**config.mk**
```make
export PLATFORM = sky130hd
export DESIGN_NAME = session_id_mru_list
export DESIGN_NICKNAME = d
export VERILOG_FILES = /design/src/smru_pkg.sv /design/src/session_id_mru_list.sv
export SDC_FILE = /design/constraint.sdc
export NUM_CORES = 2
export LEC_CHECK = 0
export CAP_MARGIN = 20
export CORE_AREA = 2 2 341 343
export CTS_CLUSTER_SIZE = 30
export DETAILED_ROUTE_END_ITERATION = 12
export DIE_AREA = 0 0 343 345
export DONT_BUFFER_PORTS = 1
export PLACE_DENSITY = 0.61
export SETUP_SLACK_MARGIN = 0.05
export SYNTH_ARGS = -nofsm -noshare
export SYNTH_HDL_FRONTEND = slang
export SYNTH_SLANG_ARGS = --single-unit
```
**constraint.sdc**
```tcl
create_clock -name clk_i -period 3.63 [get_ports clk_i]
set_input_delay 0 -clock clk_i [delete_from_list [all_inputs] [get_ports clk_i]]
set_output_delay 0 -clock clk_i [all_outputs]
set_load 0.01 [all_outputs]
```
**src/smru_pkg.sv**
```systemverilog
// Types and constants for the session identifier MRU list.
`timescale 1ns / 1ps
`default_nettype none

package smru_pkg;

  localparam int unsigned FIELD_W  = 64;  // identifier port width
  localparam int unsigned STATUS_W = 2;
  localparam int unsigned COUNT_W  = 4;   // reported list count width

  typedef enum logic [STATUS_W-1:0] {
    ST_OK        = 2'd0,
    ST_COLLIDE   = 2'd1,
    ST_NOT_FOUND = 2'd2
  } status_e;

  typedef enum logic {
    KIND_INSERT   = 1'b0,
    KIND_ACTIVATE = 1'b1
  } kind_e;

  typedef enum logic [1:0] {
    S_IDLE,
    S_SEARCH,
    S_UPDATE
  } state_e;

endpackage

`default_nettype wire

```
**src/session_id_mru_list.sv**
```systemverilog
// Session identifier MRU list: one active identifier plus a bounded inactive list.
//
// Holds one active session identifier and up to INACTIVE_DEPTH inactive ones, newest
// first. A request is either an insert (rejected if the identifier is already held
// anywhere; otherwise the old active id is pushed to the list head, evicting the tail
// when the list is full) or an activate (the id must sit in the inactive list; it is
// removed, the gap closes, the old active id goes to the head and the found id becomes
// active). Every request yields exactly one response carrying status, eviction info,
// the active identifier and the list count. Only the low ID_BITS bits of session_id_i
// are used. From acceptance until the response is valid, a request goes through S_SEARCH
// and S_UPDATE: the list sits in a ring of registers that rotates once past a single
// shared comparator in S_SEARCH, then S_UPDATE applies the update. The input is ready
// again the cycle after the update, so a new request is taken only once the previous one
// has been applied in S_UPDATE. The input stalls while a request is in progress; the
// response sits in an output register, so the next request may be accepted while the
// previous response is still stalled, and its update waits until that response leaves.
// inactive_count_o carries the low 4 bits of the count. No clearing pass after reset.
`timescale 1ns / 1ps
`default_nettype none

module session_id_mru_list #(
  parameter int unsigned ID_BITS        = 64,
  parameter int unsigned INACTIVE_DEPTH = 8
) (
  input  wire logic                           clk_i,
  input  wire logic                           rst_ni,

  input  wire logic                           in_valid_i,
  output logic                                in_stall_o,
  input  wire logic                           kind_i,
  input  wire logic [smru_pkg::FIELD_W-1:0]   session_id_i,

  output logic                                out_valid_o,
  input  wire logic                           out_stall_i,
  output logic [smru_pkg::STATUS_W-1:0]       status_o,
  output logic                                evicted_flag_o,
  output logic [smru_pkg::FIELD_W-1:0]        evicted_id_o,
  output logic                                active_valid_o,
  output logic [smru_pkg::FIELD_W-1:0]        active_id_o,
  output logic [smru_pkg::COUNT_W-1:0]        inactive_count_o
);

  import smru_pkg::*;

  localparam int unsigned IDX_W = (INACTIVE_DEPTH > 1) ? $clog2(INACTIVE_DEPTH) : 1;
  localparam int unsigned CNT_W = $clog2(INACTIVE_DEPTH + 1);

  // FSM
  state_e state_q, state_d;

  // request being worked on
  kind_e              kind_q, kind_d;
  logic [ID_BITS-1:0] id_q, id_d;

  // search sequencer
  logic [IDX_W-1:0]   step_q, step_d;
  logic               hit_q, hit_d;
  logic [IDX_W-1:0]   hit_idx_q, hit_idx_d;

  // list state
  logic [ID_BITS-1:0] ent_q [INACTIVE_DEPTH];
  logic [ID_BITS-1:0] ent_d [INACTIVE_DEPTH];
  logic [CNT_W-1:0]   cnt_q, cnt_d;
  logic [ID_BITS-1:0] act_q, act_d;
  logic               act_vld_q, act_vld_d;

  // response register
  logic               out_vld_q, out_vld_d;
  status_e            status_q, status_d;
  logic               ev_flag_q, ev_flag_d;
  logic [ID_BITS-1:0] ev_id_q, ev_id_d;
  logic [CNT_W+3:0]   cnt_ext;

  // FSM controls
  logic accept;
  logic search_en;
  logic last_step;
  logic update_go;

  logic full;
  logic match;
  logic act_match;

  assign last_step = (step_q == IDX_W'(INACTIVE_DEPTH - 1));
  assign full      = (cnt_q == CNT_W'(INACTIVE_DEPTH));
  // shared comparator sits on the ring head
  assign match     = (ent_q[0] == id_q);
  assign act_match = act_vld_q && (act_q == id_q);

  // next state
  always_comb begin
    state_d = state_q;
    case (state_q)
      S_IDLE: begin
        if (in_valid_i) state_d = S_SEARCH;
      end
      S_SEARCH: begin
        if (last_step) state_d = S_UPDATE;
      end
      S_UPDATE: begin
        if (!out_vld_q || !out_stall_i) state_d = S_IDLE;
      end
      default: state_d = S_IDLE;
    endcase
  end

  // FSM outputs
  always_comb begin
    in_stall_o = 1'b1;
    search_en  = 1'b0;
    update_go  = 1'b0;
    case (state_q)
      S_IDLE:   in_stall_o = 1'b0;
      S_SEARCH: search_en  = 1'b1;
      S_UPDATE: update_go  = !out_vld_q || !out_stall_i;
      default:  in_stall_o = 1'b1;
    endcase
  end

  assign accept = in_valid_i && !in_stall_o;

  // datapath
  always_comb begin
    kind_d    = kind_q;
    id_d      = id_q;
    step_d    = step_q;
    hit_d     = hit_q;
    hit_idx_d = hit_idx_q;
    ent_d     = ent_q;
    cnt_d     = cnt_q;
    act_d     = act_q;
    act_vld_d = act_vld_q;
    status_d  = status_q;
    ev_flag_d = ev_flag_q;
    ev_id_d   = ev_id_q;
    out_vld_d = out_vld_q;

    if (out_vld_q && !out_stall_i) out_vld_d = 1'b0;

    if (accept) begin
      kind_d = kind_e'(kind_i);
      id_d   = session_id_i[ID_BITS-1:0];
      step_d = '0;
      hit_d  = 1'b0;
    end

    if (search_en) begin
      // rotate the ring by one; a full turn restores the order
      for (int i = 0; i < INACTIVE_DEPTH; i++) begin
        ent_d[i] = ent_q[(i + 1) % INACTIVE_DEPTH];
      end
      if (!hit_q && (CNT_W'(step_q) < cnt_q) && match) begin
        hit_d     = 1'b1;
        hit_idx_d = step_q;
      end
      step_d = step_q + IDX_W'(1);
    end

    if (update_go) begin
      out_vld_d = 1'b1;
      ev_flag_d = 1'b0;
      ev_id_d   = '0;
      status_d  = ST_OK;
      if (kind_q == KIND_INSERT) begin
        if (act_match || hit_q) begin
          status_d = ST_COLLIDE;
        end else begin
          if (act_vld_q) begin
            // push old active to head
            ent_d[0] = act_q;
            for (int i = 1; i < INACTIVE_DEPTH; i++) begin
              ent_d[i] = ent_q[i - 1];
            end
            if (full) begin
              ev_flag_d = 1'b1;
              ev_id_d   = ent_q[INACTIVE_DEPTH-1];
            end else begin
              cnt_d = cnt_q + CNT_W'(1);
            end
          end
          act_d     = id_q;
          act_vld_d = 1'b1;
        end
      end else begin
        if (!hit_q) begin
          status_d = ST_NOT_FOUND;
        end else begin
          if (act_vld_q) begin
            // remove hit entry and push old active: count unchanged
            ent_d[0] = act_q;
            for (int i = 1; i < INACTIVE_DEPTH; i++) begin
              if (CNT_W'(i) <= CNT_W'(hit_idx_q)) ent_d[i] = ent_q[i - 1];
            end
          end else begin
            // close the gap, freed slot zeroed
            for (int i = 0; i < INACTIVE_DEPTH; i++) begin
              if (CNT_W'(i) >= CNT_W'(hit_idx_q)) begin
                if (CNT_W'(i) == cnt_q - CNT_W'(1)) ent_d[i] = '0;
                else ent_d[i] = ent_q[(i + 1) % INACTIVE_DEPTH];
              end
            end
            cnt_d = cnt_q - CNT_W'(1);
          end
          act_d     = id_q;
          act_vld_d = 1'b1;
        end
      end
    end
  end

  always_ff @(posedge clk_i or negedge rst_ni) begin
    if (!rst_ni) begin
      state_q   <= S_IDLE;
      kind_q    <= KIND_INSERT;
      id_q      <= '0;
      step_q    <= '0;
      hit_q     <= 1'b0;
      hit_idx_q <= '0;
      for (int i = 0; i < INACTIVE_DEPTH; i++) begin
        ent_q[i] <= '0;
      end
      cnt_q     <= '0;
      act_q     <= '0;
      act_vld_q <= 1'b0;
      out_vld_q <= 1'b0;
      status_q  <= ST_OK;
      ev_flag_q <= 1'b0;
      ev_id_q   <= '0;
    end else begin
      state_q   <= state_d;
      kind_q    <= kind_d;
      id_q      <= id_d;
      step_q    <= step_d;
      hit_q     <= hit_d;
      hit_idx_q <= hit_idx_d;
      ent_q     <= ent_d;
      cnt_q     <= cnt_d;
      act_q     <= act_d;
      act_vld_q <= act_vld_d;
      out_vld_q <= out_vld_d;
      status_q  <= status_d;
      ev_flag_q <= ev_flag_d;
      ev_id_q   <= ev_id_d;
    end
  end

  // response ports; active id and count only change as a response is loaded
  assign cnt_ext          = {4'b0000, cnt_q};
  assign out_valid_o      = out_vld_q;
  assign status_o         = status_q;
  assign evicted_flag_o   = ev_flag_q;
  assign evicted_id_o     = FIELD_W'(ev_id_q);
  assign active_valid_o   = act_vld_q;
  assign active_id_o      = FIELD_W'(act_q);
  assign inactive_count_o = cnt_ext[COUNT_W-1:0];

endmodule

`default_nettype wire

```
==> metrics.txt <==
Final nets=6378; total grt overflow=0; post-synthesis compound-gate area fraction=31.4%; Avg WL per Cell=28.4 um; distinct cell type count after synthesis=60; Post-Route WL=225000 um; Die ar.=118000 um2; post-CTS setup buffers=0; EDFF count, synth=0; top cell type's share of synthesized area=34.4%; synthesized flop and latch total=723; CP Data Arrival Time=4150 ps; CP required=4200 ps; Reg power frac=34.3%; Clock Latency Late Sink=700 ps; R2R cell count=9; cell leakage power=25.4 nW; CP Class=reg -> reg; synthesized area per cell=7.95 um2; largest family of logic cells by synthesized area=compound AO/OA/AOI/OAI gates; Vias per Instance=7.08; cell count after synthesis=6611; Final Cycle Share=98.4%; register area=18100 um2; async set-reset flop share out of synthesis=100%; Post-synth top cells=1559 x nand2_1, 723 x dfrtp_1, 656 x clkbuf_1; fin util=51.3%; clock share of power=18.6%; Die Wd=343 um; Top Ports=207; register area share after synthesis=34.4%; reg-to-reg startpoint=active_id_o[42]; Most used DFF post-synth=dfrtp_1; share of cells above drive strength 1=7.99%; largest cells by area after synthesis=dfrtp_1 34%, nand2_1 11%, a221oi_1 6.4%; Cells after DPL=7535; worst-path fanout max=66; VDD IR max=0.630 mV; port bufs=0; Setup Skew=29.7 ps; Worst setup SP type=flip-flop; Comb pwr share=47.1%; Least-Margin Pin Slew=1380 ps; vertical die dimension=345 um; All-Layer GR Usage=36.7%; adder-cell share of the synthesized area=0.214%; sw frac=49.6%; detailed-route via count=55900; fill count=10600; final-report hold violation count=0; TritonRoute pass-1 iters=9; Syn Nets=6689; vias in the first global route=51600; residual DRC count=0; post-synthesis simple-gate area fraction=17.8%; row cnt=125; Worst R2R Setup Slack=60 ps; clock sink count=723; Routed Antenna Nets=0; Non-Filler Instances=7896; CTS tree=yes; CTS root buffer=clkbuf_16; Slew Limit Fails=0; RSZ-0062 raised after global routing=false; clk slew on worst S/H paths=60 ps; CTS buffer count=88; mux cell area share after synthesis=6.88%; initial antenna violation count=7; gpl congestion=0.912; fmax=280 MHz; Synth Area in XOR/XNOR=2.03%; synth warn=0; largest net degree at the start of global routing=724; r2r endpoint=active_id_o[48]; leading area contributor after synthesis=dfrtp_1; core footprint=115000 um2; HP Class=in -> async; final setup vio count=0; CP endpoint kind=flip-flop; PwrDens=836 nW/um2; synthesis-to-finish area growth=12.5%; # H-tree levels=3; top-count cell post-synth=nand2_1; final setup TNS=0 ps; first-pass GRT wire length=339000 um; P_int=24.9 mW; Max stage delay on crit path=550 ps; Mapped Area=52500 um2; Switch Pwr=24.5 mW; detailed placement HPWL=129000 um; clk buf depth=3; crit path cell chain=xnor2_1 -> nand2_1 -> nor4_1 -> nand4_1 -> buf_12 -> o211a_1 -> o21a_4 -> buf_4 -> mux2_4; Initial Util=45.6%; Multi-input gate area=31000 um2; slowest stage cell, crit path=nor4_1; run status=complete, no violations; Final Critical Period=3570 ps; Initial DRC Count=8911; relative slew slack=8.20%; Max Cap Viol=0
==> layout by cell type (no fill, tap or decap), types with 17 or more instances in the layout <==
cell	count
o21ai_0	268
nand4_1	24
a32oi_1	128
o2bb2ai_1	64
mux2_4	50
clkbuf_1	17
o211ai_1	129
a21oi_1	322
o221ai_1	67
a22o_1	65
clkbuf_16	89
dfrtp_1	721
a221o_1	127
mux2_2	79
dlygate4sd3_1	194
buf_12	83
nor2_1	199
o311a_1	128
a221oi_1	383
clkbuf_8	17
nand2_1	1554
a311oi_1	128
inv_1	199
clkinv_2	21
a31oi_1	129
mux2i_1	197
nand3_1	196
nor3_1	264
a22oi_1	63
a222oi_1	63
xnor2_1	80
buf_4	96
xor2_1	40
a211oi_1	65
==> cell type report <==
type / count / share of cell area (%)
multi-input combinational: 4908 / 52.4
sequential: 723 / 30.6
timing repair buffer: 378 / 7.55
clock buffer: 123 / 4.27
tap: 1524 / 3.23
inverter: 201 / 1.28
clock inverter: 36 / 0.637
antenna: 3 / 0.0127
==> what timing repair did <==
| item | 4_1_cts | 5_1_grt |
|---|---|---|
| endpoints found under the setup margin | 0 | 42 |
| hold buffers | 192 | 4 |
| resized for setup | 0 | 4 |
| endpoints found under the hold margin | 798 | 350 |
==> worst max path at each step <==
| stage | cells past startpoint | start | slack [ps] | to |
|---|---|---|---|---|
| finish | 9 | active_id_o[42] | 60 | active_id_o[48] |
| global route | 10 | active_id_o[25] | 70 | ent_q[86] |
| CTS | 10 | active_id_o[23] | 110 | ent_q[86] |
| detailed placement | 10 | active_id_o[23] | 130 | ent_q[86] |
| global placement | 10 | active_id_o[10] | 150 | ent_q[86] |
| floorplan | 11 | inactive_count_o[0] | 840 | ent_q[10] |
==> metal layers <==
layer	part of all wire (%)	global-route usage, %	routed length (um)
met2	42	51.9	93300
met3	13	10.7	29100
met5	0.018	0	40
met1	41	51.4	91300
met4	4.8	16.5	10800
==> per-stage QoR <==
| step | hold slack, ps | power, mW | area (um2) | setup WS (ps) |
|---|---|---|---|---|
| 2_1_floorplan | -296 | 30.0 | 52500 | 836 |
| 3_3_place_gp | -201 | 37.7 | 54100 | 153 |
| 3_5_place_dp | -199 | 38.2 | 54100 | 131 |
| 4_1_cts | -929 | 48.1 | 58900 | 110 |
| 5_1_grt | 191 | 51.8 | 59100 | 69.1 |
| 6_report | 104 | 49.4 | 59100 | 56.9 |
==> logic make-up after synthesis <==
logic type,count (synthesis)
compound gates,2160
simple gates,2291
mux,326
flops,723
buf+inv,980
xor+xnor,122
fa+ha+maj,9
==> power by group through the flow <==
stage,registers (mW),clock network (mW),logic (mW)
2_1_floorplan,13.7,0,16.3
3_3_place_gp,16.6,0,21.1
3_5_place_dp,16.7,0,21.6
4_1_cts,16.5,9.25,22.3
5_1_grt,17.3,9.56,25.0
6_report,16.9,9.18,23.3
==> critical path: cells and delay by family (launching register included) <==
family	cells	cell delay [ps]
AND/OR/NAND/NOR	3	1110
XOR/XNOR	1	300
buffers and inverters	2	630
multiplexers	1	310
AO/OA/AOI/OAI	2	590
flip-flops	1	480
==> registers in the layout (all words and copies together), names as in the netlist <==
name and flops:
ent_q 512, active_id_o 64, evicted_id_o 64, id_q 64, inactive_count_o 4, hit_idx_q 3
step_q 3, state_q 2, status_o 2, active_valid_o 1, evicted_flag_o 1, hit_q 1
kind_q 1, out_valid_o 1
Power figures use the tool's default switching activity.
